### src/rtl/ebb_pkg.sv
// Shared constants, codes and width helpers for the edge-normalized box blur.
`default_nettype none

package ebb_pkg;

  localparam int PIX_W            = 8;
  localparam int PIX_MAX          = 255;
  localparam int FRAME_WIDTH_W    = 11;
  localparam int FRAME_HEIGHT_W   = 12;
  localparam int ROW_W            = 12;
  localparam int CFG_DATA_W       = 12;
  localparam int FRAME_WIDTH_RST  = 640;
  localparam int FRAME_HEIGHT_RST = 480;
  localparam int QUEUE_DEPTH      = 4;

  typedef enum logic {
    FUNC_PIXEL = 1'b0,
    FUNC_FLUSH = 1'b1
  } func_e;

  typedef enum logic {
    REG_FRAME_WIDTH  = 1'b0,
    REG_FRAME_HEIGHT = 1'b1
  } cfg_reg_e;

  // Rows held in the line store ring.
  function automatic int ring_rows(int radius);
    return 3 * radius + 1;
  endfunction

  function automatic int ring_w(int radius);
    return $clog2(3 * radius + 1);
  endfunction

  function automatic int col_w(int max_width);
    return $clog2(max_width);
  endfunction

  // Holds a window span of 1 .. 2*radius+1.
  function automatic int span_w(int radius);
    return $clog2(2 * radius + 2);
  endfunction

  function automatic int addr_w(int max_width, int radius);
    return $clog2((3 * radius + 1) * max_width);
  endfunction

  function automatic int cmd_w(int max_width, int radius);
    return 3 + PIX_W + addr_w(max_width, radius) + ring_w(radius) + 2 * span_w(radius)
           + col_w(max_width);
  endfunction

endpackage

`default_nettype wire

### src/rtl/ebb_cmd_fifo.sv
// Short command queue between the front end and the back end.
`default_nettype none

module ebb_cmd_fifo #(
  parameter int DATA_W = 8
) (
  input  logic              clk_i,
  input  logic              rst_ni,
  input  logic              push_i,
  output logic              ready_o,
  input  logic [DATA_W-1:0] data_i,
  output logic              valid_o,
  input  logic              pop_i,
  output logic [DATA_W-1:0] data_o
);
  import ebb_pkg::*;

  localparam int PTR_W = $clog2(QUEUE_DEPTH);
  localparam int CNT_W = $clog2(QUEUE_DEPTH + 1);

  logic [DATA_W-1:0] slots_q [QUEUE_DEPTH];
  logic [PTR_W-1:0]  wr_ptr_q, rd_ptr_q;
  logic [CNT_W-1:0]  count_q;
  logic              do_push, do_pop;

  assign ready_o = count_q != CNT_W'(QUEUE_DEPTH);
  assign valid_o = count_q != '0;
  assign do_push = push_i && ready_o;
  assign do_pop  = pop_i && valid_o;
  assign data_o  = slots_q[rd_ptr_q];

  always_ff @(posedge clk_i) begin
    if (do_push) begin
      slots_q[wr_ptr_q] <= data_i;
    end
  end

  always_ff @(posedge clk_i or negedge rst_ni) begin
    if (!rst_ni) begin
      wr_ptr_q <= '0;
      rd_ptr_q <= '0;
      count_q  <= '0;
    end else begin
      if (do_push) begin
        wr_ptr_q <= (wr_ptr_q == PTR_W'(QUEUE_DEPTH - 1)) ? '0 : wr_ptr_q + PTR_W'(1);
      end
      if (do_pop) begin
        rd_ptr_q <= (rd_ptr_q == PTR_W'(QUEUE_DEPTH - 1)) ? '0 : rd_ptr_q + PTR_W'(1);
      end
      if (do_push && !do_pop) begin
        count_q <= count_q + CNT_W'(1);
      end else if (do_pop && !do_push) begin
        count_q <= count_q - CNT_W'(1);
      end
    end
  end

endmodule

`default_nettype wire

### config.mk
export PLATFORM = sky130hd
export DESIGN_NAME = ebb_cmd_fifo
export DESIGN_NICKNAME = d
export VERILOG_FILES = /design/src/rtl/ebb_pkg.sv /design/src/rtl/ebb_cmd_fifo.sv
export SDC_FILE = /design/constraint.sdc
export NUM_CORES = 1
export LEC_CHECK = 0
export BUFFER_PORTS_ARGS = -buffer_cell sky130_fd_sc_hd__clkbuf_2
export CORE_ASPECT_RATIO = 0.7
export CORE_UTILIZATION = 42
export CTS_BUF_LIST = sky130_fd_sc_hd__clkbuf_8
export CTS_CLUSTER_SIZE = 28
export DETAILED_ROUTE_END_ITERATION = 8
export SYNTH_ARGS = -nofsm -noshare
export SYNTH_HDL_FRONTEND = slang
export SYNTH_SLANG_ARGS = --single-unit
### constraint.sdc
create_clock -name clk_i -period 2.8 [get_ports clk_i]
set_clock_uncertainty 0.1 [all_clocks]
set_input_delay 0.14 -clock clk_i [delete_from_list [all_inputs] [get_ports clk_i]]
set_output_delay 0.14 -clock clk_i [all_outputs]
set_load 0.02 [all_outputs]
# ---- Yosys cells after proc, flatten, opt, wreduce, memory -nomap -nowiden
# Memory sizes are Yosys's and may differ from the RTL's.
# Index checks and enable logic that the tools add are counted.
dict set report op_classes {
  add_sub_neg 4
  reduce_logical 8
  n_eq_ne 3
  muxes 6
}
# operator count
set ops {}
lappend ops {{3-bit 2-to-1 mux} 2}
lappend ops {{2-bit by 1-bit adder with 2-bit output, second input constant} 2}
lappend ops {{2-bit equality test, second input constant} 2}
lappend ops {{1-bit logical AND} 4}
lappend ops {{2-bit 2-to-1 mux} 2}
lappend ops {{3-bit by 1-bit adder with 3-bit output, second input constant} 1}
lappend ops {{3-bit != test, second input constant} 1}
lappend ops {{3-bit nonzero test} 1}
lappend ops {{3-bit by 1-bit subtractor with 3-bit output, second input constant} 1}
lappend ops {{1-bit zero test} 2}
lappend ops {{1-bit 2-to-1 mux} 2}
lappend ops {{2-bit nonzero test} 1}
dict set report totals {
  mem_count 1
  output_inout_bits 10
  regBits 7
  mem_bits_rw 32
}
# name depth width rd rd_ports_with_merged_regs wr line
set mem_list {}
lappend mem_list {slots_q 4 8 1 0 1 ebb_cmd_fifo.sv:21} ;# logic [DATA_W-1:0] slots_q [QUEUE_DEPTH];

# ---- Logic depth before layout (Yosys ltp)
# Gate-level depths: netlist (run 1).
dict set report depth {
  ltp_word 6
  depth_mapped 8
  ltp_nobuf 8
}

# ---- Worst setup path after synthesis (run 1)
# Ideal clock, no wire load.
dict set report synth_timing {
  kind {reg2reg}
  start {register count_q[0]}
  end {register count_q[2]}
  required_ps 2621
  n_path_buf 0
  setup_ps 79
  synth_period_minus_slack_ps 2247
  setup_slack_ps 553
  stages_incl_launch_ff 9
  arrival_ps 2068
  path_cell_list {dfrtp_1 > or3_2 > nand2_1 > ha_1 > inv_1 > fa_1 > xor2_1 > nor2_1 > xor2_1}
}
dict set report synth_via {
  elab_chain_cells 5
  elab_cells_between_ends 13
  classes_between {add/sub: 2; eq/ne: 1; mux: 2; reduce/logical: 8}
}
# item line
set synth_rtl {}
lappend synth_rtl {{start, declared} ebb_cmd_fifo.sv:23} ;# logic [CNT_W-1:0] count_q;
lappend synth_rtl {{start signal, assigned} ebb_cmd_fifo.sv:51} ;# count_q <= count_q + CNT_W'(1);
lappend synth_rtl {{start signal, assigned} ebb_cmd_fifo.sv:53} ;# count_q <= count_q - CNT_W'(1);
lappend synth_rtl {{3-bit nonzero test (*)} ebb_cmd_fifo.sv:27} ;# assign valid_o = count_q != '0;
lappend synth_rtl {{named net valid_o} ebb_cmd_fifo.sv:12} ;# output logic valid_o,
lappend synth_rtl {{1-bit logical AND (*)} ebb_cmd_fifo.sv:29} ;# assign do_pop = pop_i && valid_o;
lappend synth_rtl {{1-bit zero test} ebb_cmd_fifo.sv:50} ;# if (do_push && !do_pop) begin
lappend synth_rtl {{1-bit logical AND} ebb_cmd_fifo.sv:50}
lappend synth_rtl {{3-bit 2-to-1 mux or 2-bit nonzero test (tied branches)} --}
# Mark *: on every way through the listed nets, which the timed path passes. The rest lies on a longest branch. The select of a mux whose other input is x is not followed.
# A chain may end at the register's enable or synchronous reset.

# ---- Worst setup path after layout (run 1)
dict set report layout_timing {
  start {register count_q[0]}
  end {register count_q[2]}
}
dict set report layout_via {
  elab_chain_cells 5
  elab_cells_between_ends 13
  classes_between {add/sub: 2; eq/ne: 1; mux: 2; reduce/logical: 8}
}
# item
set layout_rtl {}
lappend layout_rtl {{parallel branches: the longest is 5 deep, another holds 3-bit by 1-bit subtractor with 3-bit output}}
# Parallel ways; which one is timed is not known. The select of a mux whose other input is x is not followed.

==> results of run 1 <==
[stage by stage]
stage               utilization  cells  total power, mW  hold slack, ns
floorplan                     -     78             1.41          -0.256
global placement          0.490    147             1.58          -0.114
detailed placement        0.490    147             1.60          -0.112
CTS                       0.537    164             1.96           0.119
global route              0.537    164             2.05           0.148
finish                    0.537    164             1.92           0.119
[registers in the layout, summed over array words and instances (netlist names)]
register	flops
wr_ptr_q	2
count_q	3
slots_q	32
rd_ptr_q	2
[placed cells by master, fill, tap and decap left out, types with 3 or more instances in the layout]
cell	n
and3_2	4
clkbuf_2	21
clkbuf_8	5
dfrtp_1	7
dlygate4sd3_1	9
edfxtp_1	32
ha_1	6
inv_1	6
mux2_2	3
mux4_2	8
nor2_1	3
[synth_stat cells, drive strengths merged]
master   n  area, µm²
edfxtp  32        961
or3b     1       11.3
fa       1       20.0
buf      2       8.75
mux2     5       63.8
nand2    1       3.75
or3      1       7.51
and3     4       30.0
dfrtp    7        175
xor2     2       17.5
inv      3       11.3
xnor2    1       8.76
and2     1       8.76
ha       6       75.1
mux4     8        180
nor2     3       11.3
[report_power, final]
group	internal, mW	leakage [nW]	switching [mW]
Combinational	0.340	0.321	0.325
Clock	0.166	0.0519	0.172
Sequential	0.786	0.375	0.135
[cells by family (layout without fill, tap and decap cells)]
kind of cell | after synthesis | in the layout | share of synthesized area
flip-flops | 39 | 39 | 0.713
multiplexers | 13 | 13 | 0.153
AND/OR/NAND/NOR | 11 | 11 | 0.0455
adder cells (fa/ha/maj) | 7 | 7 | 0.0597
buffers and inverters | 5 | 41 | 0.0126
XOR/XNOR | 3 | 3 | 0.0165
[metal layers]
metal / wire (µm) / vias up / share of wire
li1: - / 371 / -
met1: 1120 / 396 / 0.45
met2: 1210 / 16 / 0.49
met3: 114 / 7 / 0.046
met4: 43 / 0 / 0.017
met5: 0 / - / 0
[final cells by class]
type / count / area share
inverter: 3 / 0.00586
clock inverter: 3 / 0.00586
tap: 50 / 0.0325
multi-input combinational: 34 / 0.228
timing repair buffer: 30 / 0.101
sequential: 39 / 0.591
clock buffer: 5 / 0.0358
[how the worst max path moves through the flow]
stage	slack, ns	endpoint
4_1_cts	0.53	count_q[2]
3_5_place_dp	0.53	count_q[2]
3_3_place_gp	0.58	count_q[2]
6_report	0.53	count_q[2]
2_1_floorplan	0.55	count_q[2]
5_1_grt	0.37	count_q[2]
[repair_timing]
item / in CTS / in global routing
gates resized for setup: 0 / 0
hold buffers: 9 / 0
hold endpoints to repair: 39 / 0
endpoints found under the setup margin: 0 / 0
==> run metrics, run 1 <==
status=finished clean; Filler cells=about 280; grt peak-use layer=met2; slew of the pin with the lowest slew margin=a little over 0.6 ns; root buf cell=clkbuf_8; initial DRC count=25; CP Data Required Time=approximately 2.9 ns; total setup buffers inserted after CTS=0; Power Density=roughly 1000 nW/µm²; CTS Sinks=39; Remaining DRCs=0; slowest stage delay, CP=around 0.48 ns; Detailed Place HPWL=1640 µm; GRT overflow=0; first drt pass iteration count=4; crit path capture type=flop; DP Area=1750 µm²; CP startpoint=count_q[0]; final setup vio count=0; post-synthesis sequential area ratio=0.713; count of final hold-check violations=0; mean post-synth cell area=roughly 20 µm²; ANT cells=0; first-pass GRT wire length=~3800 µm; met1 Resource Use GR=0.170; Layout area overhead=20.6%; Mapped Area=1590 µm²; Slew Viols, Final=0; IO Pins=22; Top cell by count, worst path=xor2_1; DIE WIDTH=roughly 76 µm; worst min-delay path class=input port to async pin; total negative slack=0 ns; Worst Setup Path Type=flop to flop; fmax=440 MHz; Critical Path Source Type=flop; Worst VDD drop=0.000498 V; WP buf/inv=1; layout cell share with drive strength beyond 1=0.404; path length in cells of the critical path=8; Sequential cell area=1140 µm²; TritonCTS clock tree=yes; Ys Warns=0; H-Tree Depth=2; pre-CTS setup slack=about 0.53 ns; Starting Density=0.445; DRT Wirelength=roughly 2500 µm; FP Rows=18; post-route cell area=1920 µm²; Inserted Clock Buffers=5; total track usage=0.147; Rel. slew slack=0.586; antenna violations before repair=0; min Tclk post-route=about 2.3 ns; core area=3580 µm²; GR Util met2=0.240; Clock Path Buffers=2; library cells used by synthesis=18; die area=between 4000 and 5000 µm²; vias per cell=roughly 4.8; routed vias=790; Yosys reg bits=39; Mapped Nets=97; Crit path max-delay family=simple AND/OR/NAND/NOR gates; Critical-path top delay cell=or3_2; max cap viols=0; path depth of the worst reg2reg path=8; post-route ant nets=0; routability-driven placement congestion ratio=roughly 0.63; largest net degree at the start of global routing=12; R2R Path Start=count_q[0]; M3 GR Usage=0.0599; vias in the first global route=approximately 800; Reg clk slew, reported paths=0.07 ns; CP arrival=between 2 and 2.5 ns; Worst R2R Setup Slack=between 0.5 and 0.6 ns; Multi-input gate area=about 440 µm²; crit path cell chain=or3_2 > nand2_1 > ha_1 > inv_1 > fa_1 > xor2_1 > nor2_1 > xor2_1; Leakage=~0.75 nW; Post-Synthesis Cells=78; period utilization=0.812; RSZ-0062 raised after global routing=false; WL per Instance=approximately 15 µm; PortBufs=21; fin nets=roughly 130; Die Ht=~54 µm; Clock Latency Late Sink=between 0.2 and 0.3 ns; CP max FO=4; reg-to-reg endpoint=count_q[2]; worst setup margin=approximately 0.53 ns
Note: power is estimated with default switching activity, not from simulation.
==> run 2: changes to the inputs <==
ABC_AREA = 1   (was default)
clock period = 1.9 ns   (was 2.8 ns; I/O delays follow)
==> run 2 against run 1 <==
Effect of this change: combinational power rose by 100%; total power rose by 63%; die area rose by 9.7%; utilization rose by 0.41 points; via count rose by 46%; flip-flop and latch count did not move; worst hold slack got worse by 0.039 ns; first-iteration DRC count rose by 100%; non-clock buffer count rose by 12; cell count rose by 52%; sequential share of layout area fell by 6.1 points; register-to-register slack got worse by 0.48 ns; critical path type unchanged; critical endpoint unchanged; largest cell class unchanged; highest routed layer unchanged.
==> run metrics, run 2 <==
count of final hold-check violations=0; Layout area overhead=22.5%; post-route cell area=around 2100 µm²; Critical Path Source Type=flop; Top cell by count, worst path=nand2_1; PortBufs=21; Synth area leader=edfxtp_1; Inserted Clock Buffers=5; Mapped Area=between 1500 and 2000 µm²; CP max FO=4; GRT overflow=0; pre-CTS setup slack=approximately 0.029 ns; die area=between 4000 and 5000 µm²; post-synthesis sequential area ratio=0.648; Critical-path top delay cell=dfrtp_1; R2R Path Start=count_q[1]; status=finished clean; vias in the first global route=just over 1000; WL per Instance=~12 µm; FP Rows=19; most frequent cells in the layout=nand2_1, edfxtp_1, inv_1, clkbuf_2, o211ai_1; final setup vio count=0; M3 GR Usage=0.0639; CP Data Required Time=approximately 2.0 ns; ANT cells=0; WP buf/inv=2; top flop regs=slots_q x32, count_q x3; largest net degree at the start of global routing=36; Worst VDD drop=0.000548 V; root buf cell=clkbuf_8; Detailed Place HPWL=1990 µm; IO Pins=22; GR Util met2=0.229; most numerous cell in the Yosys netlist=nand2_1; Reg clk slew, reported paths=0.07 ns; post-route ant nets=0; top cells by area, synth=edfxtp_1, dfrtp_1, nand2_1, o211ai_1, inv_1; Ys Warns=0; Yosys reg bits=39; total track usage=0.155; commonest non-fill, non-tap cell in the layout=nand2_1; CP arrival=~1.9 ns; DIE WIDTH=around 79 µm; Post-synth EDFFs=32; Starting Density=0.442; Async S/R FF share, synth=0.179; DRT Wirelength=around 3000 µm; TritonCTS clock tree=yes; first-pass GRT wire length=slightly below 5000 µm; vias per cell=about 4.6; crit path capture type=flop; H-Tree Depth=2; RSZ-0062 raised after global routing=true; Worst Setup Path Type=flop to flop; max cap viols=0; slew of the pin with the lowest slew margin=0.324 ns; Post-synth top cells=nand2_1, edfxtp_1, inv_1, o211ai_1, dfrtp_1; CTS Sinks=39; grt peak-use layer=met2; Post-synth top flop=edfxtp_1; Largest register FFs=32; Clock Latency Late Sink=0.29 ns; Mapped Nets=about 170; Power Density=approximately 1500 nW/µm²; first drt pass iteration count=4; CP startpoint=count_q[1]; register with the most flip-flops=slots_q; Post-Synthesis Cells=152; antenna violations before repair=0; path length in cells of the critical path=10; DP Area=approximately 1900 µm²; Die Ht=about 56 µm; slowest stage delay, CP=about 0.40 ns; worst min-delay path class=input port to async pin; layout cell share with drive strength beyond 1=0.228; routability-driven placement congestion ratio=0.798; Setup crit end=count_q[2]; post-synth top area share=0.548; Worst R2R Setup Slack=approximately 0.050 ns; min Tclk post-route=1.85 ns; worst setup margin=0.0498 ns; fmax=between 500 and 600 MHz; Leakage=0.959 nW; routed vias=1155; Slew Viols, Final=0; Crit path max-delay family=adder cells; reg-to-reg endpoint=count_q[2]; Clock Path Buffers=2; post-layout util=0.541; path depth of the worst reg2reg path=10; Remaining DRCs=0; crit path cell chain=inv_2 > nand3_2 > nand2_2 > ha_1 > inv_1 > fa_1 > nand2_1 > nand3_1 > nand2_1 > nand2_1; library cells used by synthesis=16; mean post-synth cell area=11.5 µm²; period utilization=0.974; fin nets=215; core area=between 3000 and 4000 µm²; met1 Resource Use GR=0.203; Rel. slew slack=0.784; initial DRC count=50
[run 2: changes by cell type after synthesis, moves of 2 or more]
cell      change
mux2_4        -2
mux4_2        -8
mux2_2        -3
nand2_2       +2
nand3_1       +6
xor2_1        -2
buf_6         +5
o211ai_1     +16
nor2_1        +3
nand2_1      +36
inv_1        +26
and3_2        -4
[run 2: final cells by class]
type / count / area [µm²]
clock buffers: 5 / 68.8
clock inverters: 3 / 12.5
fillers: 336 / 1820
inverters: 30 / 113
multi-input cells: 78 / 462
flip-flops and latches: 39 / 1140
well taps: 52 / 65.1
repair buffers: 42 / 290
[run 2: repair_timing]
item	CTS	global route
hold buffers	11	0
gates resized for setup	0	4
setup endpoints to repair	0	2
setup buffers	0	3
endpoints found under the hold margin	43	0
[run 2: how the worst min path moves through the flow]
stage / end / slack [ns]
after global placement: wr_ptr_q[0] / -0.16
after floorplan: count_q[0] / -0.30
after detailed placement: wr_ptr_q[0] / -0.15
final: count_q[1] / 0.08
after global routing: count_q[1] / 0.07
after CTS: wr_ptr_q[0] / 0.07
[run 2: per-stage QoR]
stage               instances  TNS [ns]  total power [mW]  hold WS (ns)
floorplan                 152         0              2.24        -0.301
global placement          227         0              2.52        -0.156
detailed placement        227         0              2.56        -0.153
CTS                       246         0              3.10        0.0685
global route              249   -0.0331              3.39        0.0736
finish                    249         0              3.13        0.0799
[run 2: report_power, final]
part,leakage (nW),internal [mW],switching (mW)
Sequential,0.377,1.15,0.103
Combinational,0.531,0.504,0.856
Clock,0.0505,0.246,0.268
Total,0.959,1.90,1.23
[run 2: cells by family after synthesis]
| logic type | synth area share |
|---|---|
| buf+inv | 0.0963 |
| xor+xnor | 0.00499 |
| flops | 0.648 |
| simple gates | 0.126 |
| compound gates | 0.0713 |
| fa+ha+maj | 0.0542 |
[run 2: metal layers]
metal	share of wire	routed length (µm)
met1	0.47	1420
met2	0.47	1400
met3	0.043	128
met4	0.017	52
met5	0	0
==> run 3: changes to the inputs <==
clock period = 2.1 ns   (was 1.9 ns; I/O delays follow)
==> run 3 against run 2 <==
Effect of this change: first-iteration DRC count up 26%; cell count down 1.6%; fmax down 4.5%; global-route usage up 0.21 points; sequential power down 6%; clock power down 9.5%; wire length down 0.23%; register-to-register slack better by 0.11 ns; critical path depth down 1; die area unchanged; sequential share of layout area up 0.75 points; combinational power down 15%; largest cell class unchanged; highest routed layer unchanged.
==> run metrics, run 3 (synthesis gave the netlist of run 2 again) <==
fmax=slightly above 500 MHz; reg-to-reg endpoint=count_q[1]; CP max FO=7; slowest stage delay, CP=around 0.42 ns; CTS Sinks=39; Slew Viols, Final=0; most frequent cells in the layout=nand2_1, edfxtp_1, inv_1, clkbuf_2, o211ai_1; ANT cells=0; DIE WIDTH=79.2 µm; RSZ-0062 raised after global routing=false; Clock Latency Late Sink=between 0.2 and 0.3 ns; Worst Setup Path Type=flop to flop; Worst VDD drop=0.000658 V; register with the most flip-flops=slots_q; status=finished clean; count of final hold-check violations=0; final setup vio count=0; FP Rows=19; crit path cell chain=inv_1 > nand3_2 > nand2_2 > inv_1 > ha_1 > inv_1 > fa_1 > nand2_1 > o21ai_0; Reg clk slew, reported paths=0.07 ns; Setup crit end=count_q[1]; GRT overflow=0; Layout area overhead=20.6%; initial DRC count=between 60 and 70; Clock Path Buffers=2; routability-driven placement congestion ratio=~0.85; first drt pass iteration count=4; TritonCTS clock tree=yes; worst min-delay path class=input port to async pin; slew of the pin with the lowest slew margin=roughly 0.44 ns; Power Density=around 1300 nW/µm²; Die Ht=roughly 56 µm; CP startpoint=count_q[1]; Top cell by count, worst path=inv_1; vias per cell=roughly 4.5; post-route cell area=between 2000 and 2500 µm²; H-Tree Depth=2; DRT Wirelength=~3000 µm; PortBufs=21; top flop regs=slots_q x32, count_q x3; R2R Path Start=count_q[1]; antenna violations before repair=0; Largest register FFs=32; routed vias=1111; DP Area=approximately 1900 µm²; layout cell share with drive strength beyond 1=0.187; Inserted Clock Buffers=5; WP buf/inv=3; core area=between 3000 and 4000 µm²; path depth of the worst reg2reg path=9; path length in cells of the critical path=9; period utilization=0.922; crit path capture type=flop; Rel. slew slack=0.704; CP Data Required Time=between 2 and 2.5 ns; min Tclk post-route=1.94 ns; Detailed Place HPWL=~2100 µm; post-layout util=0.533; IO Pins=22; total track usage=0.157; Crit path max-delay family=adder cells; vias in the first global route=around 1000; WL per Instance=around 12 µm; Critical Path Source Type=flop; Worst R2R Setup Slack=between 0.15 and 0.2 ns; CP arrival=2.00 ns; total negative slack=0 ns; Leakage=about 0.94 nW; fin nets=211; max cap viols=0; Starting Density=0.442; first-pass GRT wire length=a little under 5000 µm; die area=~4400 µm²; post-route ant nets=0; root buf cell=clkbuf_8; Remaining DRCs=0; Critical-path top delay cell=fa_1; largest net degree at the start of global routing=24; commonest non-fill, non-tap cell in the layout=nand2_1
## run 3: cell types whose count changed in the layout (fill, tap and decap cells not counted)
cell      before  now
buf_4         10    5
clkinv_1       0    2
inv_2          3    1
buf_12         0    1
clkinv_2       1    0
dfrtp_1        6    7
dfrtp_2        1    0
inv_1         29   30
nand3_1        5    6
nand3_4        1    0
## run 3: how the worst min path moves through the flow
stage | slack, ns | end | from | cells after the start
5_1_grt | 0.10 | count_q[0] | rst_ni | 2
2_1_floorplan | -0.29 | count_q[0] | rst_ni | 0
4_1_cts | 0.09 | wr_ptr_q[1] | rst_ni | 2
6_report | 0.09 | count_q[2] | rst_ni | 2
3_3_place_gp | -0.15 | wr_ptr_q[0] | rst_ni | 1
3_5_place_dp | -0.14 | wr_ptr_q[1] | rst_ni | 1
## run 3: per-stage QoR
stage / hold WS (ns) / cells / worst slack [ns] / power (mW)
floorplan: -0.291 / 152 / 0.173 / 2.02
global placement: -0.146 / 226 / 0.273 / 2.29
detailed placement: -0.135 / 226 / 0.171 / 2.35
CTS: 0.0940 / 245 / 0.158 / 2.83
global route: 0.101 / 245 / 0.0370 / 3.01
finish: 0.0908 / 245 / 0.164 / 2.79
## run 3: repair_timing
| item | in CTS | in global routing |
|---|---|---|
| hold endpoints to repair | 43 | 0 |
| hold buffers | 11 | 0 |
| setup buffers | 0 | 0 |
| gates resized for setup | 0 | 0 |
## run 3: report_power, final
part	switching [mW]	internal (mW)	total [mW]
clock	0.244	0.221	0.465
combinational	0.718	0.438	1.16
sequential	0.128	1.04	1.17
total	1.09	1.70	2.79
## run 3: area by class of cell
class | count | area (µm²)
clock buffer | 5 | 68.8
clock inverter | 3 | 11.3
fill | 348 | 1850
inverter | 30 | 113
multi-input combinational | 78 | 449
sequential | 39 | 1140
tap | 52 | 65.1
timing repair buffer | 38 | 273
## run 3: routing by layer
| layer | track usage | part of all wire | routed length, µm |
|---|---|---|---|
| met1 | 0.207 | 0.49 | 1460 |
| met2 | 0.243 | 0.45 | 1350 |
| met3 | 0.0492 | 0.044 | 132 |
| met4 | 0.0623 | 0.016 | 48 |
| met5 | 0 | 0 | 0 |
