===== src/rtl/ebb_pkg.sv =====
// Shared constants, codes and width helpers for the edge-normalized box blur.
`default_nettype none

package ebb_pkg;

  localparam int PIX_W            = 8;
  localparam int PIX_MAX          = 255;
  localparam int FRAME_WIDTH_W    = 11;
  localparam int FRAME_HEIGHT_W   = 12;
  localparam int ROW_W            = 12;
  localparam int CFG_DATA_W       = 12;
  localparam int FRAME_WIDTH_RST  = 640;
  localparam int FRAME_HEIGHT_RST = 480;
  localparam int QUEUE_DEPTH      = 4;

  typedef enum logic {
    FUNC_PIXEL = 1'b0,
    FUNC_FLUSH = 1'b1
  } func_e;

  typedef enum logic {
    REG_FRAME_WIDTH  = 1'b0,
    REG_FRAME_HEIGHT = 1'b1
  } cfg_reg_e;

  // Rows held in the line store ring.
  function automatic int ring_rows(int radius);
    return 3 * radius + 1;
  endfunction

  function automatic int ring_w(int radius);
    return $clog2(3 * radius + 1);
  endfunction

  function automatic int col_w(int max_width);
    return $clog2(max_width);
  endfunction

  // Holds a window span of 1 .. 2*radius+1.
  function automatic int span_w(int radius);
    return $clog2(2 * radius + 2);
  endfunction

  function automatic int addr_w(int max_width, int radius);
    return $clog2((3 * radius + 1) * max_width);
  endfunction

  function automatic int cmd_w(int max_width, int radius);
    return 3 + PIX_W + addr_w(max_width, radius) + ring_w(radius) + 2 * span_w(radius)
           + col_w(max_width);
  endfunction

endpackage

`default_nettype wire


===== src/rtl/ebb_intf.sv =====
// Channel interfaces for pixel input, blurred output and register writes.
`default_nettype none

interface pix_if;
  logic          valid;
  logic          ready;
  ebb_pkg::func_e func;
  logic [ebb_pkg::PIX_W-1:0] pixel_value;

  modport source (output valid, output func, output pixel_value, input ready);
  modport sink   (input valid, input func, input pixel_value, output ready);
endinterface


interface cfg_if;
  logic                 valid;
  logic                 ready;
  ebb_pkg::cfg_reg_e    index;
  logic [ebb_pkg::CFG_DATA_W-1:0] data;

  modport source (output valid, output index, output data, input ready);
  modport sink   (input valid, input index, input data, output ready);
endinterface

`default_nettype wire


===== src/rtl/ebb_front.sv =====
// Front end: frame registers, raster counters and command generation per item.
`default_nettype none

module ebb_front #(
  parameter int MAX_WIDTH = 1024,
  parameter int RADIUS    = 2,
  localparam int CMD_W    = ebb_pkg::cmd_w(MAX_WIDTH, RADIUS)
) (
  input  logic             clk_i,
  input  logic             rst_ni,
  cfg_if.sink              cfg_i,
  pix_if.sink              pix_i,
  output logic             cmd_valid_o,
  input  logic             cmd_ready_i,
  output logic [CMD_W-1:0] cmd_o
);
  import ebb_pkg::*;

  localparam int RING      = ring_rows(RADIUS);
  localparam int RING_W    = ring_w(RADIUS);
  localparam int RING_W1   = RING_W + 1;
  localparam int COL_W     = col_w(MAX_WIDTH);
  localparam int WID_W     = $clog2(MAX_WIDTH + 1);
  localparam int SPAN_W    = span_w(RADIUS);
  localparam int ADDR_W    = addr_w(MAX_WIDTH, RADIUS);
  localparam int DLY_W     = $clog2(RADIUS * MAX_WIDTH + RADIUS + 1);
  localparam int RST_WIDTH = (FRAME_WIDTH_RST > MAX_WIDTH) ? MAX_WIDTH : FRAME_WIDTH_RST;

  typedef struct packed {
    logic              wr_en;
    logic [ADDR_W-1:0] wr_addr;
    logic [PIX_W-1:0]  wr_data;
    logic              emit;
    logic              last;
    logic [RING_W-1:0] ring0;
    logic [SPAN_W-1:0] rows;
    logic [COL_W-1:0]  col0;
    logic [SPAN_W-1:0] cols;
  } cmd_t;

  logic [WID_W-1:0]  width_q;
  logic [ROW_W-1:0]  height_q;
  logic [DLY_W-1:0]  delay_q;
  logic [DLY_W-1:0]  lin_q;
  logic [COL_W-1:0]  in_col_q;
  logic [ROW_W-1:0]  in_row_q;
  logic [RING_W-1:0] in_ring_q;
  logic [COL_W-1:0]  out_col_q;
  logic [ROW_W-1:0]  out_row_q;
  logic [RING_W-1:0] out_ring_q;

  logic cfg_wr, pix_acc, in_done, out_left, do_write, do_emit, do_restart, is_last;
  logic in_col_end, out_col_end;
  logic [SPAN_W-1:0] up_rows, down_rows, left_cols, right_cols;
  logic [ROW_W-1:0]  rows_below;
  logic [COL_W-1:0]  cols_right;
  logic [RING_W-1:0] ring0;
  logic [WID_W-1:0]  new_width;
  logic [ROW_W-1:0]  new_height;
  logic [DLY_W-1:0]  new_delay;
  logic [FRAME_WIDTH_W-1:0] cfg_width;
  cmd_t cmd;

  assign cfg_i.ready = 1'b1;
  assign cfg_wr      = cfg_i.valid && cfg_i.ready;
  assign pix_i.ready = cmd_ready_i;
  assign pix_acc     = pix_i.valid && pix_i.ready;

  assign in_done    = in_row_q >= height_q;
  assign out_left   = out_row_q < height_q;
  assign do_write   = !in_done && (pix_i.func == FUNC_PIXEL);
  assign do_emit    = in_done ? out_left : (do_write && (lin_q == delay_q));
  assign do_restart = in_done && !out_left;
  assign is_last    = (out_row_q == height_q - ROW_W'(1)) &&
                      (WID_W'(out_col_q) == width_q - WID_W'(1));

  assign in_col_end  = (WID_W'(in_col_q) + WID_W'(1)) >= width_q;
  assign out_col_end = (WID_W'(out_col_q) + WID_W'(1)) >= width_q;

  // Clip the window at the frame borders.
  assign rows_below = height_q - ROW_W'(1) - out_row_q;
  assign cols_right = COL_W'(width_q - WID_W'(1) - WID_W'(out_col_q));
  assign up_rows    = (out_row_q >= ROW_W'(RADIUS)) ? SPAN_W'(RADIUS) : SPAN_W'(out_row_q);
  assign down_rows  = (rows_below >= ROW_W'(RADIUS)) ? SPAN_W'(RADIUS) : SPAN_W'(rows_below);
  assign left_cols  = (out_col_q >= COL_W'(RADIUS)) ? SPAN_W'(RADIUS) : SPAN_W'(out_col_q);
  assign right_cols = (cols_right >= COL_W'(RADIUS)) ? SPAN_W'(RADIUS) : SPAN_W'(cols_right);

  always_comb begin
    if (out_ring_q >= RING_W'(up_rows)) begin
      ring0 = out_ring_q - RING_W'(up_rows);
    end else begin
      ring0 = RING_W'(RING_W1'(out_ring_q) + RING_W1'(RING) - RING_W1'(up_rows));
    end
  end

  always_comb begin
    cmd.wr_en   = do_write;
    cmd.wr_addr = ADDR_W'(in_ring_q) * ADDR_W'(MAX_WIDTH) + ADDR_W'(in_col_q);
    cmd.wr_data = pix_i.pixel_value;
    cmd.emit    = do_emit;
    cmd.last    = is_last;
    cmd.ring0   = ring0;
    cmd.rows    = up_rows + down_rows + SPAN_W'(1);
    cmd.col0    = out_col_q - COL_W'(left_cols);
    cmd.cols    = left_cols + right_cols + SPAN_W'(1);
  end

  assign cmd_o       = cmd;
  assign cmd_valid_o = pix_acc && (do_write || do_emit);

  // Register writes: zero acts as one, too wide acts as the store width.
  assign cfg_width = cfg_i.data[FRAME_WIDTH_W-1:0];

  always_comb begin
    if (cfg_width == '0) begin
      new_width = WID_W'(1);
    end else if (int'(cfg_width) > MAX_WIDTH) begin
      new_width = WID_W'(MAX_WIDTH);
    end else begin
      new_width = WID_W'(cfg_width);
    end
    new_height = (cfg_i.data[FRAME_HEIGHT_W-1:0] == '0) ? ROW_W'(1)
                                                         : cfg_i.data[FRAME_HEIGHT_W-1:0];
    new_delay  = DLY_W'(RADIUS * int'(new_width) + RADIUS);
  end

  always_ff @(posedge clk_i or negedge rst_ni) begin
    if (!rst_ni) begin
      width_q    <= WID_W'(RST_WIDTH);
      height_q   <= ROW_W'(FRAME_HEIGHT_RST);
      delay_q    <= DLY_W'(RADIUS * RST_WIDTH + RADIUS);
      lin_q      <= '0;
      in_col_q   <= '0;
      in_row_q   <= '0;
      in_ring_q  <= '0;
      out_col_q  <= '0;
      out_row_q  <= '0;
      out_ring_q <= '0;
    end else if (cfg_wr) begin
      if (cfg_i.index == REG_FRAME_WIDTH) begin
        width_q <= new_width;
        delay_q <= new_delay;
      end else begin
        height_q <= new_height;
      end
      lin_q      <= '0;
      in_col_q   <= '0;
      in_row_q   <= '0;
      in_ring_q  <= '0;
      out_col_q  <= '0;
      out_row_q  <= '0;
      out_ring_q <= '0;
    end else if (pix_acc) begin
      // Start the next frame after its last output.
      if ((do_emit && is_last) || do_restart) begin
        lin_q      <= '0;
        in_col_q   <= '0;
        in_row_q   <= '0;
        in_ring_q  <= '0;
        out_col_q  <= '0;
        out_row_q  <= '0;
        out_ring_q <= '0;
      end else begin
        if (do_write) begin
          if (lin_q != delay_q) begin
            lin_q <= lin_q + DLY_W'(1);
          end
          if (in_col_end) begin
            in_col_q  <= '0;
            in_row_q  <= in_row_q + ROW_W'(1);
            in_ring_q <= (in_ring_q == RING_W'(RING - 1)) ? '0 : in_ring_q + RING_W'(1);
          end else begin
            in_col_q <= in_col_q + COL_W'(1);
          end
        end
        if (do_emit) begin
          if (out_col_end) begin
            out_col_q  <= '0;
            out_row_q  <= out_row_q + ROW_W'(1);
            out_ring_q <= (out_ring_q == RING_W'(RING - 1)) ? '0 : out_ring_q + RING_W'(1);
          end else begin
            out_col_q <= out_col_q + COL_W'(1);
          end
        end
      end
    end
  end

endmodule

`default_nettype wire


===== src/flat_wrapper.sv =====
// flat-port wrapper written by rule: the top's interface ports become plain ports
module ebb_front_flat import ebb_pkg::*;
#(
  parameter int MAX_WIDTH = 1024,
  parameter int RADIUS    = 2,
  localparam int CMD_W    = ebb_pkg::cmd_w(MAX_WIDTH, RADIUS)
)
  (clk_i, rst_ni, cmd_valid_o, cmd_ready_i, cmd_o, cfg_i_valid, cfg_i_index, cfg_i_data, cfg_i_ready, pix_i_valid, pix_i_func, pix_i_pixel_value, pix_i_ready);
  cfg_if cfg_i_i ();
  pix_if pix_i_i ();
  input  logic clk_i;
  input  logic rst_ni;
  output logic cmd_valid_o;
  input  logic cmd_ready_i;
  output logic [CMD_W-1:0] cmd_o;
  input wire logic [$bits(cfg_i_i.valid)-1:0] cfg_i_valid;
  input wire logic [$bits(cfg_i_i.index)-1:0] cfg_i_index;
  input wire logic [$bits(cfg_i_i.data)-1:0] cfg_i_data;
  output wire logic [$bits(cfg_i_i.ready)-1:0] cfg_i_ready;
  input wire logic [$bits(pix_i_i.valid)-1:0] pix_i_valid;
  input wire logic [$bits(pix_i_i.func)-1:0] pix_i_func;
  input wire logic [$bits(pix_i_i.pixel_value)-1:0] pix_i_pixel_value;
  output wire logic [$bits(pix_i_i.ready)-1:0] pix_i_ready;
  assign cfg_i_i.valid = cfg_i_valid;
  assign cfg_i_i.index = cfg_i_index;
  assign cfg_i_i.data = cfg_i_data;
  assign cfg_i_ready = cfg_i_i.ready;
  assign pix_i_i.valid = pix_i_valid;
  assign pix_i_i.func = pix_i_func;
  assign pix_i_i.pixel_value = pix_i_pixel_value;
  assign pix_i_ready = pix_i_i.ready;
  ebb_front #(.MAX_WIDTH(MAX_WIDTH), .RADIUS(RADIUS)) u_core (.clk_i(clk_i), .rst_ni(rst_ni), .cfg_i(cfg_i_i), .pix_i(pix_i_i), .cmd_valid_o(cmd_valid_o), .cmd_ready_i(cmd_ready_i), .cmd_o(cmd_o));
endmodule

===== config.mk =====
export PLATFORM = sky130hd
export DESIGN_NAME = ebb_front_flat
export DESIGN_NICKNAME = d
export VERILOG_FILES = /design/src/rtl/ebb_pkg.sv /design/src/rtl/ebb_intf.sv /design/src/rtl/ebb_front.sv /design/src/flat_wrapper.sv
export SDC_FILE = /design/constraint.sdc
export NUM_CORES = 1
export LEC_CHECK = 0
export ABC_AREA = 1
export BUFFER_PORTS_ARGS = -buffer_cell sky130_fd_sc_hd__buf_2
export CORE_MARGIN = 4
export CORE_UTILIZATION = 45
export CTS_CLUSTER_DIAMETER = 30
export DETAILED_ROUTE_END_ITERATION = 7
export PLACE_DENSITY_LB_ADDON = 0.2
export SETUP_SLACK_MARGIN = 0.1
export SLEW_MARGIN = 10
export SYNTH_ARGS = -nofsm -noshare
export SYNTH_HDL_FRONTEND = slang
export SYNTH_SLANG_ARGS = --single-unit
export TNS_END_PERCENT = 1

===== constraint.sdc =====
create_clock -name clk_i -period 6.7 [get_ports clk_i]
set_clock_uncertainty 0.1 [all_clocks]
set_input_delay 0.67 -clock clk_i [delete_from_list [all_inputs] [get_ports clk_i]]
set_output_delay 0.67 -clock clk_i [all_outputs]
set_load 0.05 [all_outputs]

Yosys cells after proc, flatten, opt, wreduce, memory -nomap -nowiden
Index checks and enable logic that the tools add are counted.

Bits in read-only memories: 0. Memories: 0. Output and inout port bits: 46. Register bits: 97. Logic and storage cells: 123. Bits in latches: 0. Memory bits (writable): 0.

Multiplexer cells: 46. Reductions and logical operators: 26. Bitwise gates (word level): 2. Shifts and indexed selects: 0. $lt $le $gt $ge: 10. Multiply operators: 0. $add $sub $neg: 23. Div/mod/pow operators: 0. Eq/ne operators: 6.

Operators with widths (count): 2-to-1 mux 12 bit (16); 2-to-1 mux 10 bit (10); 2-to-1 mux 3 bit (17); adder 12 x 1 -> 12 bit, second input constant (3); == test 12 bit (2); greater-or-equal comparator 12 x 2 -> 1 bit, second input constant (2); adder 10 x 1 -> 11 bit, second input constant (2); greater-or-equal comparator 11 bit (2); 2-to-1 mux 11 bit (2); adder 10 x 1 -> 10 bit, second input constant (2); greater-or-equal comparator 10 x 2 -> 1 bit, second input constant (2); nonzero test 3 bit (5); adder 13 x 10 -> 13 bit (1); adder 12 x 2 -> 12 bit, second input constant (1); adder 3 x 1 -> 3 bit, second input constant (4); greater-or-equal comparator 12 bit (1); zero test 12 bit (1); < comparator 12 bit (1); inequality test 12 bit (1); subtractor 12 x 1 -> 12 bit, second input constant (1); subtractor 12 bit (1); == test 10 x 11 -> 1 bit (1); greater-than comparator 11 bit, second input constant (1); zero test 11 bit (1); 16 further kinds (33).

Depth between registers and ports, before layout
Gate-level depths: netlist (run 1).

Depth in word-level cells: 10. Mapped depth: 22. Gate-level depth less buffers: 21.

Worst setup path before layout (run 1)
No wires, ideal clock.

Path kind: reg-to-output. From: register u_core.out_row_q[0]. To: output port cmd_o[17]. Path slack: 2.377 ns. Data arrival time: 3.553 ns. Stages on the path, launching flop included: 12. Data required time: 5.930 ns. Cells stage by stage: dfrtp_1 inv_1 ha_1 or4_1 nor3_1 inv_1 nor2_1 inv_1 ha_1 inv_1 fa_1 o21ai_0.

Word-level cells in the longest chain between the ends: 4. Elaborated cells between the ends (all ways): 6. Classes of those cells: 2 x add/sub; 2 x order compare; 2 x mux.

Ends and longest elaborated chain: from (decl) (line ebb_front.sv:49) `logic [ROW_W-1:0] out_row_q;`; from (signal assigned) (line ebb_front.sv:179) `out_row_q <= out_row_q + ROW_W'(1);`; greater-or-equal comparator 12 x 2 -> 1 bit (line ebb_front.sv:83) `assign up_rows = (out_row_q >= ROW_W'(RADIUS)) ? SPAN_W'(RADIUS) : SPAN_W'(out_row_q);`; 2-to-1 mux 3 bit (*) (line ebb_front.sv:83); subtractor 3 bit (tied with other cells) (line ebb_front.sv:92) `ring0 = RING_W'(RING_W1'(out_ring_q) + RING_W1'(RING) - RING_W1'(up_rows));`; 2-to-1 mux 3 bit (*) (line ebb_front.sv:89) `if (out_ring_q >= RING_W'(up_rows)) begin`; to (decl) (line flat_wrapper.sv:15) `output logic [CMD_W-1:0] cmd_o;`.

Every way passes the cells marked *; elsewhere a longest branch is shown, timed or not.

Final worst setup path (run 1)
From: register u_core.height_q[0]. To: output port cmd_o[14].

Word-level cells in the longest chain between the ends: 6.

Ends and longest elaborated chain: from (decl) (line ebb_front.sv:42) `logic [ROW_W-1:0] height_q;`; from (signal assigned) (line ebb_front.sv:130) `height_q <= ROW_W'(FRAME_HEIGHT_RST);`; from (signal assigned) (line ebb_front.sv:144) `height_q <= new_height;`; subtractor 12 x 1 -> 12 bit (*) (line ebb_front.sv:81) `assign rows_below = height_q - ROW_W'(1) - out_row_q;`; subtractor 12 bit (*) (line ebb_front.sv:81); greater-or-equal comparator 12 x 2 -> 1 bit (line ebb_front.sv:84) `assign down_rows = (rows_below >= ROW_W'(RADIUS)) ? SPAN_W'(RADIUS) : SPAN_W'(rows_below);`; 2-to-1 mux 3 bit (*) (line ebb_front.sv:84); adder 3 bit (*) (line ebb_front.sv:103) `cmd.rows = up_rows + down_rows + SPAN_W'(1);`; adder 3 x 1 -> 3 bit (*) (line ebb_front.sv:103).

Marks and branches as above.

==> impl_metrics.tcl, run 1 <==
set metrics [dict create \
    r2r_setup_slack_ns 2.79 \
    synth_edf_count 0 \
    grt_start_max_net_pins 54 \
    ios 73 \
    critPathBufInv 5 \
    p_per_area_nw_per_um2 295.1 \
    synthCells 1289 \
    maxCapViolCount 0 \
    p_comb_share_pct 55.8 \
    cp-end-kind "primary output" \
    final_area_um2 9522 \
    dieHeight_um 148.2 \
    r2r-end "u_core.out_row_q[4]" \
    antenna_found_initial 0 \
    via_count 8083 \
    grt_pass1_vias 7438 \
    place_inst 1571 \
    p_clk_share_pct 18.6 \
    utilization_pct 49.08 \
    clockRootBuffer "clkbuf_16" \
    fmax_mhz 216.1 \
    start_util_pct 45.62 \
    finalCritPeriodShare_pct 69.05 \
    ctsResizeCount 0 \
    p_sw_mw 1.443 \
    reg2reg_depth 17 \
    relSlewSlack_pct 29.04 \
    rsz0062_at_grt "no" \
    synth_top_cell_area_share_pct 24.60 \
    regToRegStartpoint "u_core.out_col_q[0]" \
    clock_latency_ns 0.36 \
    clk_path_buf_depth 2 \
    setup_violations 0 \
    status "completed" \
    placed_area_um2 9236 \
    worstPathCellList "inv_1, ha_1, nand3_1, nor3_1, xor2_1, ha_1, nand2_1, inv_1, a21boi_0, nand2_1, nand2_1, nand2_1, nand2_1, nand2_1, inv_1, nand3_1, nor2_1, nand4_1, ha_1, inv_1, fa_1, buf_2" \
    cts_tree "built" \
    gp_congestion 0.9060 \
    drt_iter0_drc 604 \
    wirelength_um 22730 \
    postCtsSetupBuffers 0 \
    die_w_um 148.2 \
    required_ns 5.93 \
    cts.sink_count 96 \
    synth_seq_area_share_pct 27.27 \
    synth_ff_type "dfrtp_1" \
    setup.worst_path.start_class "flop" \
    dr.pass1.iters 5 \
    worst_pin_slew_ns 1.062 \
    num_rows 51 \
    cts_max_level 3 \
    setup_tns_ns 0 \
    finalPower_mw 2.810 \
    grt_pass1_wl_um 37670 \
    dpl_worst_slack_ns 2.463 \
    dp_hpwl_um 17630 \
    cpLargestDelayFamily "simple AND/OR/NAND/NOR gates" \
    peakVddDrop_v 0.0002559 \
    path_class "reg -> out" \
    portBuffers 55 \
    ant_nets 0 \
    synth.ff_latch_count 96 \
    syn_to_final_growth_pct 7.592 \
    cpMostUsedCell "nand2_1" \
    yosys.area.top_type "dfrtp_1" \
    p_int_mw 1.367 \
    grt_overflow_total 0 \
    arrival_ns 3.86 \
    nets 1432 \
    period_needed_ns 4.627 \
    via_per_inst 5.093 \
    fillers 1973 \
    cp_slowest_cell "dfrtp_1" \
    async_flop_share_pct 100.0 \
    cpPeakStageDelay_ns 0.47 \
    drive_above_1_share_pct 8.699 \
    ys_warn_count 0 \
    slew_viol_final 0 \
    numCtsBuffers 9 \
    finalHoldViolations 0 \
    hold_slack_ns 0.2232 \
    postSynthAreaPerCell_um2 6.866 \
    layout_commonest_cell "nand2_1" \
    synth_area_um2 8850 \
    swShare_pct 51.34 \
    layout.cells.non_filler 1587 \
    synthTopCellsByArea "dfrtp_1 (25%), nand2_1 (14%), ha_1 (12%)" \
    core_area_um2 19400 \
    seqPwrFrac_pct 25.6 \
    crit_fanout 6 \
    synth_cell_types 53 \
    min_path_type "in -> async" \
    mostFrequentLayoutCells "nand2_1 (339), inv_1 (188), nor2_1 (118)" \
    holdBufCountCts 0 \
    grtUsageTotal_pct 21.12 \
    wire_per_inst_um 14.32 \
    p_leak_nw 5.094 \
    antenna_cells 0 \
    drc 0 \
    worst_slack_ns 2.073 \
    clk_pin_slew_worst_paths_ns 0.07 \
    die_area_um2 21970 \
]
==> registers in the layout (all words and copies together) (netlist names), 10 cells and up <==
signal            cells
u_core.out_col_q     10
u_core.height_q      12
u_core.in_row_q      12
u_core.delay_q       11
u_core.lin_q         12
u_core.out_row_q     12
u_core.width_q       11
u_core.in_col_q      10
==> layout make-up <==
| cell class | instances | area (um^2) | share of cell area (%) |
|---|---|---|---|
| clock buffers | 13 | 260.3 | 2.733 |
| inverters | 195 | 732.0 | 7.687 |
| clock inverters | 3 | 25.02 | 0.2628 |
| flip-flops and latches | 96 | 2414 | 25.35 |
| multi-input cells | 958 | 5466 | 57.41 |
| well taps | 265 | 331.6 | 3.482 |
| repair buffers | 57 | 292.8 | 3.075 |
==> power groups by stage <==
stage	logic, mW	clock network [mW]	registers, mW
3_5_place_dp	1.57	0	0.729
6_report	1.57	0.522	0.719
4_1_cts	1.58	0.539	0.718
2_1_floorplan	1.26	0	0.726
3_3_place_gp	1.57	0	0.728
5_1_grt	1.74	0.559	0.731
==> cells by family (layout without fill, tap and decap cells) <==
| kind of cell | after synthesis | after routing | synth area share, % |
|---|---|---|---|
| flops | 96 | 96 | 27.27 |
| other cells | 1 | 3 | 0.04237 |
| compound gates | 147 | 147 | 9.063 |
| fa+ha+maj | 88 | 88 | 12.95 |
| xor+xnor | 79 | 79 | 7.819 |
| simple gates | 641 | 641 | 31.81 |
| buf+inv | 237 | 268 | 11.04 |
==> per-layer routing <==
metal  GRT usage (%)  share of wire [%]  routed length, um
met5               0                  0                  0
met4           4.573                1.5                335
met3           4.022                5.9               1337
met2           33.73                 45              10210
met1           29.94                 48              10850
==> how the worst max path moves through the flow <==
stage          slack [ns]        end                start  cells past startpoint
2_1_floorplan        2.38  cmd_o[17]  u_core.out_row_q[0]                     11
5_1_grt              1.66  cmd_o[14]   u_core.height_q[0]                     22
3_3_place_gp         2.54  cmd_o[14]   u_core.height_q[0]                     17
6_report             2.07  cmd_o[14]   u_core.height_q[0]                     22
3_5_place_dp         2.46  cmd_o[14]   u_core.height_q[0]                     22
4_1_cts              2.08  cmd_o[14]   u_core.height_q[0]                     22
==> synth_stat cells, types with 3 or more instances <==
cell and n:
o21bai_1 5, nor3_1 20, nand2_1 339, buf_4 13
a21oi_1 42, nor2_1 118, nor2_2 6, fa_1 6
o22ai_1 3, inv_2 6, nand3b_1 3, nor4_1 7
inv_1 188, ha_1 82, xor2_1 70, o21ai_1 22
or2_2 4, buf_2 18, nand3_1 79, dfstp_2 9
nand4_1 41, o21ai_0 61, nand2_2 8, clkbuf_1 8
xnor2_1 9, dfrtp_1 87
No activity file was read; power rests on OpenSTA's default activity.
==> run 2, diff against run 1 <==
Clock period 6.7 ns to 4.2 ns, I/O delays scaled along.
==> run 2 against run 1 <==
  * Sequential share of layout area shrank 0.79 points
  * Worst hold slack gained 0.024 ns
  * Final cell count grew 1.3%
  * Total power grew 67%
  * Sequential power grew 60%
  * Critical path depth shrank 5
  * Via count grew 0.82%
  * Die area is the same
  * First-iteration DRC count shrank 9.9%
  * Non-clock buffer count grew 20
  * Global-route usage grew 0.17 points
  * Register-to-register slack lost 2.2 ns
  * Largest cell class unchanged
==> impl_metrics.tcl, run 2 (synthesis gave the netlist of run 1 again) <==
set metrics [dict create \
    arrival_ns 3.62 \
    cpPeakStageDelay_ns 0.54 \
    mostFrequentLayoutCells "nand2_1 (337), inv_1 (180), nor2_1 (115)" \
    clk_path_buf_depth 2 \
    crit_fanout 5 \
    crit_end "cmd_o[14]" \
    gp_congestion 0.9164 \
    fmax_mhz 241.5 \
    ios 73 \
    p_per_area_nw_per_um2 476.6 \
    cp_slowest_cell "fa_1" \
    drt_iter0_drc 544 \
    die_w_um 148.2 \
    syn_to_final_growth_pct 11.23 \
    relSlewSlack_pct 42.16 \
    cts_max_level 3 \
    grt_pass1_wl_um 38210 \
    grt_start_max_net_pins 65 \
    r2r_setup_slack_ns 0.64 \
    cts.sink_count 96 \
    ant_nets 0 \
    reg2reg_depth 17 \
    whs_path_depth 3 \
    finalHoldViolations 0 \
    slew_viol_final 0 \
    setup.worst_path.start_class "flop" \
    required_ns 3.68 \
    layout.cells.non_filler 1607 \
    start_util_pct 45.62 \
    setup_violations 0 \
    num_rows 51 \
    wirelength_um 23280 \
    maxCapViolCount 0 \
    wire_per_inst_um 14.49 \
    via_per_inst 5.071 \
    period_needed_ns 4.140 \
    via_count 8149 \
    path_class "reg -> out" \
    core_area_um2 19400 \
    regToRegStartpoint "u_core.out_col_q[0]" \
    finalPower_mw 4.691 \
    p_leak_nw 5.205 \
    portBuffers 55 \
    clockRootBuffer "clkbuf_16" \
    nets 1452 \
    antenna_found_initial 0 \
    min_path_type "in -> reg" \
    r2r-end "u_core.out_row_q[8]" \
    numCtsBuffers 9 \
    place_inst 1578 \
    cts_tree "built" \
    status "completed" \
    dr.pass1.iters 5 \
    grt_pass1_vias 7479 \
    layout_commonest_cell "nand2_1" \
    startpoint "u_core.height_q[1]" \
    finalCritPeriodShare_pct 98.58 \
    clk_pin_slew_worst_paths_ns 0.08 \
    dp_hpwl_um 17730 \
    dieHeight_um 148.2 \
    peakVddDrop_v 0.0004905 \
    drive_above_1_share_pct 12.67 \
    worst_pin_slew_ns 0.8675 \
    antenna_cells 0 \
    rsz0062_at_grt "yes" \
    die_area_um2 21970 \
    worstPathCellList "inv_2, ha_4, nand3_4, nor4_4, nand2_1, xor2_1, ha_1, a21oi_1, o21bai_1, a21oi_1, o21ai_0, xor2_1, nand4_1, ha_2, inv_2, fa_1, buf_6" \
    cp-end-kind "primary output" \
    grtUsageTotal_pct 21.28 \
    clock_latency_ns 0.36 \
    grt_overflow_total 0 \
    drc 0 \
]
-- run 2: cell count changes in the layout (fill, tap and decap cells not counted), moves of 4 or more --
cell     previous run  this run
a21oi_2             0         4
inv_2               6        14
buf_4               3        22
a21oi_1            42        38
ha_1               82        77
inv_1             188       180
buf_2              54        50
-- run 2: area by class of cell --
class	count	area (um^2)
Fill cell	1977	9555
Multi-Input combinational cell	958	5623
Sequential cell	96	2417
Inverter	195	732.0
Timing Repair Buffer	77	466.7
Tap cell	265	331.6
Clock buffer	10	229.0
Clock inverter	6	43.79
-- run 2: timing repair --
item / 4_1_cts / 5_1_grt
hold endpoints to repair: 1 / 0
hold buffers: 1 / 0
endpoints found under the setup margin: 4 / 7
pin swaps: 7 / 18
buffers inserted: 4 / 8
resized for setup: 24 / 30
-- run 2: through the flow --
step / hold WS, ns / setup TNS (ns) / util, % / instance area, um^2 / setup slack [ns]
after floorplan: 0.02441 / 0 / - / 8857 / 0.1268
after global placement: 0.1159 / 0 / 47.88 / 9289 / 0.2958
after detailed placement: 0.1132 / 0 / 47.88 / 9289 / 0.2392
after CTS: 0.2249 / 0 / 49.90 / 9681 / 0.09323
after global routing: 0.2491 / -0.1673 / 50.74 / 9843 / -0.1249
final: 0.2475 / 0 / 50.74 / 9843 / 0.05976
-- run 2: layer usage --
layer,up-vias,track usage [%],part of all wire [%]
met5,-,0,0
met3,24,3.016,4.4
li1,4210,-,-
met4,0,5.035,1.3
met2,149,34.39,46
met1,3766,30.32,48
-- run 2: worst min-delay path by stage --
stage                               from  slack (ns)              endpoint
after floorplan                   rst_ni        0.02    u_core.delay_q[11]
final                     cfg_i_data[11]        0.25   u_core.height_q[11]
after global placement            rst_ni        0.12  u_core.out_ring_q[1]
after CTS                 cfg_i_data[11]        0.22   u_core.height_q[11]
after detailed placement          rst_ni        0.11  u_core.out_ring_q[1]
after global routing       cfg_i_data[8]        0.25    u_core.height_q[8]
-- run 2: power breakdown --
group          switching (mW)  internal [mW]  total (mW)
clock                   0.407          0.408       0.815
sequential              0.128           1.02        1.15
combinational            1.86          0.863        2.73
total                    2.40           2.29        4.69
-- run 2: critical path, delay by kind of cell, from the launching register on --
kind	cells	cell delay, ns
AND/OR/NAND/NOR	4	0.50
AO/OA/AOI/OAI	4	0.50
adder cells (fa/ha/maj)	4	1.23
buffers and inverters	3	0.32
flip-flops	1	0.39
XOR/XNOR	2	0.32
==> run 3, diff against run 2 <==
Settings changed: GPL_TIMING_DRIVEN set to 0, SLEW_MARGIN 10 to 20.
==> run 3 against run 2 <==
  * Largest power group unchanged
  * Combinational power about the same
  * Register-to-register slack got worse by 0.02 ns
  * Clock power increased by 6.7%
  * Via count increased by 2.7%
  * First-iteration DRC count decreased by 12%
  * Largest cell class unchanged
  * Highest routed layer unchanged
==> impl_metrics.tcl, run 3 (synthesis gave the netlist of run 1 again) <==
set metrics [dict create \
    status "completed" \
    dieHeight_um 148.2 \
    clk_path_buf_depth 2 \
    gp_congestion 0.9284 \
    antenna_cells 0 \
    setup_violations 0 \
    r2r_setup_slack_ns 0.62 \
    final_area_um2 10200 \
    syn_to_final_growth_pct 15.30 \
    clockRootBuffer "clkbuf_16" \
    grt_pass1_wl_um 39270 \
    fillers 1926 \
    drive_above_1_share_pct 15.35 \
    dp_hpwl_um 18310 \
    setup.worst_path.start_class "flop" \
    cts_tree "built" \
    numCtsBuffers 9 \
    grt_start_max_net_pins 74 \
    nets 1498 \
    clock_latency_ns 0.36 \
    p_leak_nw 5.399 \
    place_inst 1620 \
    portBuffers 63 \
    cp-end-kind "primary output" \
    wirelength_um 23360 \
    core_area_um2 19400 \
    placed_area_um2 9538 \
    finalCritPeriodShare_pct 99.32 \
    drc 0 \
    dr.pass1.iters 4 \
    grt_overflow_total 0 \
    period_needed_ns 4.171 \
    ant_nets 0 \
    p_per_area_nw_per_um2 468.6 \
    rsz0062_at_grt "yes" \
    wire_per_inst_um 14.13 \
    fmax_mhz 239.7 \
    required_ns 3.68 \
    mostFrequentLayoutCells "nand2_1 (337), inv_1 (180), nor2_1 (115)" \
    via_per_inst 5.063 \
    start_util_pct 45.62 \
    min_path_type "in -> reg" \
    layout_commonest_cell "nand2_1" \
    maxCapViolCount 0 \
    grtUsageTotal_pct 21.83 \
    slew_viol_final 0 \
    ios 73 \
    crit_fanout 5 \
    finalHoldViolations 0 \
    die_area_um2 21970 \
    cts_max_level 3 \
    reg2reg_depth 17 \
    drt_iter0_drc 477 \
    clk_pin_slew_worst_paths_ns 0.07 \
    worst_pin_slew_ns 0.5442 \
    whs_path_depth 3 \
    peakVddDrop_v 0.0005454 \
    grt_pass1_vias 7923 \
    die_w_um 148.2 \
    antenna_found_initial 0 \
    num_rows 51 \
    arrival_ns 3.65 \
    finalPower_mw 4.781 \
    layout.cells.non_filler 1653 \
    path_class "reg -> out" \
    hold_slack_ns 0.2438 \
    relSlewSlack_pct 63.72 \
    via_count 8369 \
    cts.sink_count 96 \
]
## run 3: changes by cell type in the layout (fill, tap and decap cells not counted), sizes merged
cell	delta
buf	+36
clkbuf	+12
clkinv	-3
bufinv	+1
clkinvlp	+1
inv	-1
## run 3: what timing repair did
item,in CTS,in global routing
endpoints found under the setup margin,9,22
pin swaps,11,20
gates resized for setup,28,36
hold buffers,1,0
setup buffers,7,9
endpoints found under the hold margin,23,0
## run 3: worst max-delay path: stages, from the launching register on
cell and delay (ns):
dfrtp_1 0.39, inv_2 0.14, ha_4 0.17, nand3_4 0.10, nor4_4 0.19, nand2_1 0.13
xor2_2 0.22, ha_4 0.26, a21oi_2 0.15, o21bai_1 0.08, a21oi_1 0.15, o21ai_0 0.13
xor2_1 0.22, nand4_1 0.14, ha_2 0.20, inv_2 0.05, fa_1 0.41, buf_6 0.17
## run 3: layer usage
metal	vias up	track usage [%]	wire length (um)
met1	3857	30.69	11050
met3	20	3.138	1105
li1	4311	-	-
met2	181	35.44	10860
met5	-	0	0
met4	0	5.774	341
## run 3: power by group
| part | switching, mW | internal [mW] | total, mW |
|---|---|---|---|
| combinational | 1.88 | 0.881 | 2.76 |
| clock | 0.387 | 0.483 | 0.870 |
| sequential | 0.129 | 1.02 | 1.15 |
| total | 2.40 | 2.38 | 4.78 |
## run 3: path summary, 6_finish.rpt
| kind | end | start |
|---|---|---|
| worst max-delay path | cmd_o[14] | u_core.height_q[1] |
| worst min-delay path | u_core.height_q[11] | cfg_i_data[11] |
| worst max register to register | u_core.out_row_q[8] | u_core.out_col_q[0] |
| worst min register to register | u_core.delay_q[1] | u_core.delay_q[1] |
| max in group asynchronous | u_core.height_q[7] | rst_ni |
| min in group asynchronous | u_core.out_ring_q[0] | rst_ni |
## run 3: layout make-up
type	instances	area, um^2	share of cell area, %
clock buffer	12	246.5	2.416
sequential	96	2420	23.72
timing repair buffer	81	500.5	4.905
multi-input combinational	958	5672	55.59
buffer	42	245.2	2.403
clock inverter	4	53.80	0.5273
tap	265	331.6	3.250
inverter	195	734.5	7.198
## run 3: per-stage QoR
stage | util (%) | TNS [ns] | setup WS (ns)
6_report | 52.60 | 0 | 0.02874
4_1_cts | 51.49 | 0 | 0.03294
3_5_place_dp | 49.17 | 0 | 0.07981
2_1_floorplan | - | 0 | 0.1268
3_3_place_gp | 48.99 | 0 | 0.1422
5_1_grt | 52.60 | -0.3554 | -0.1473
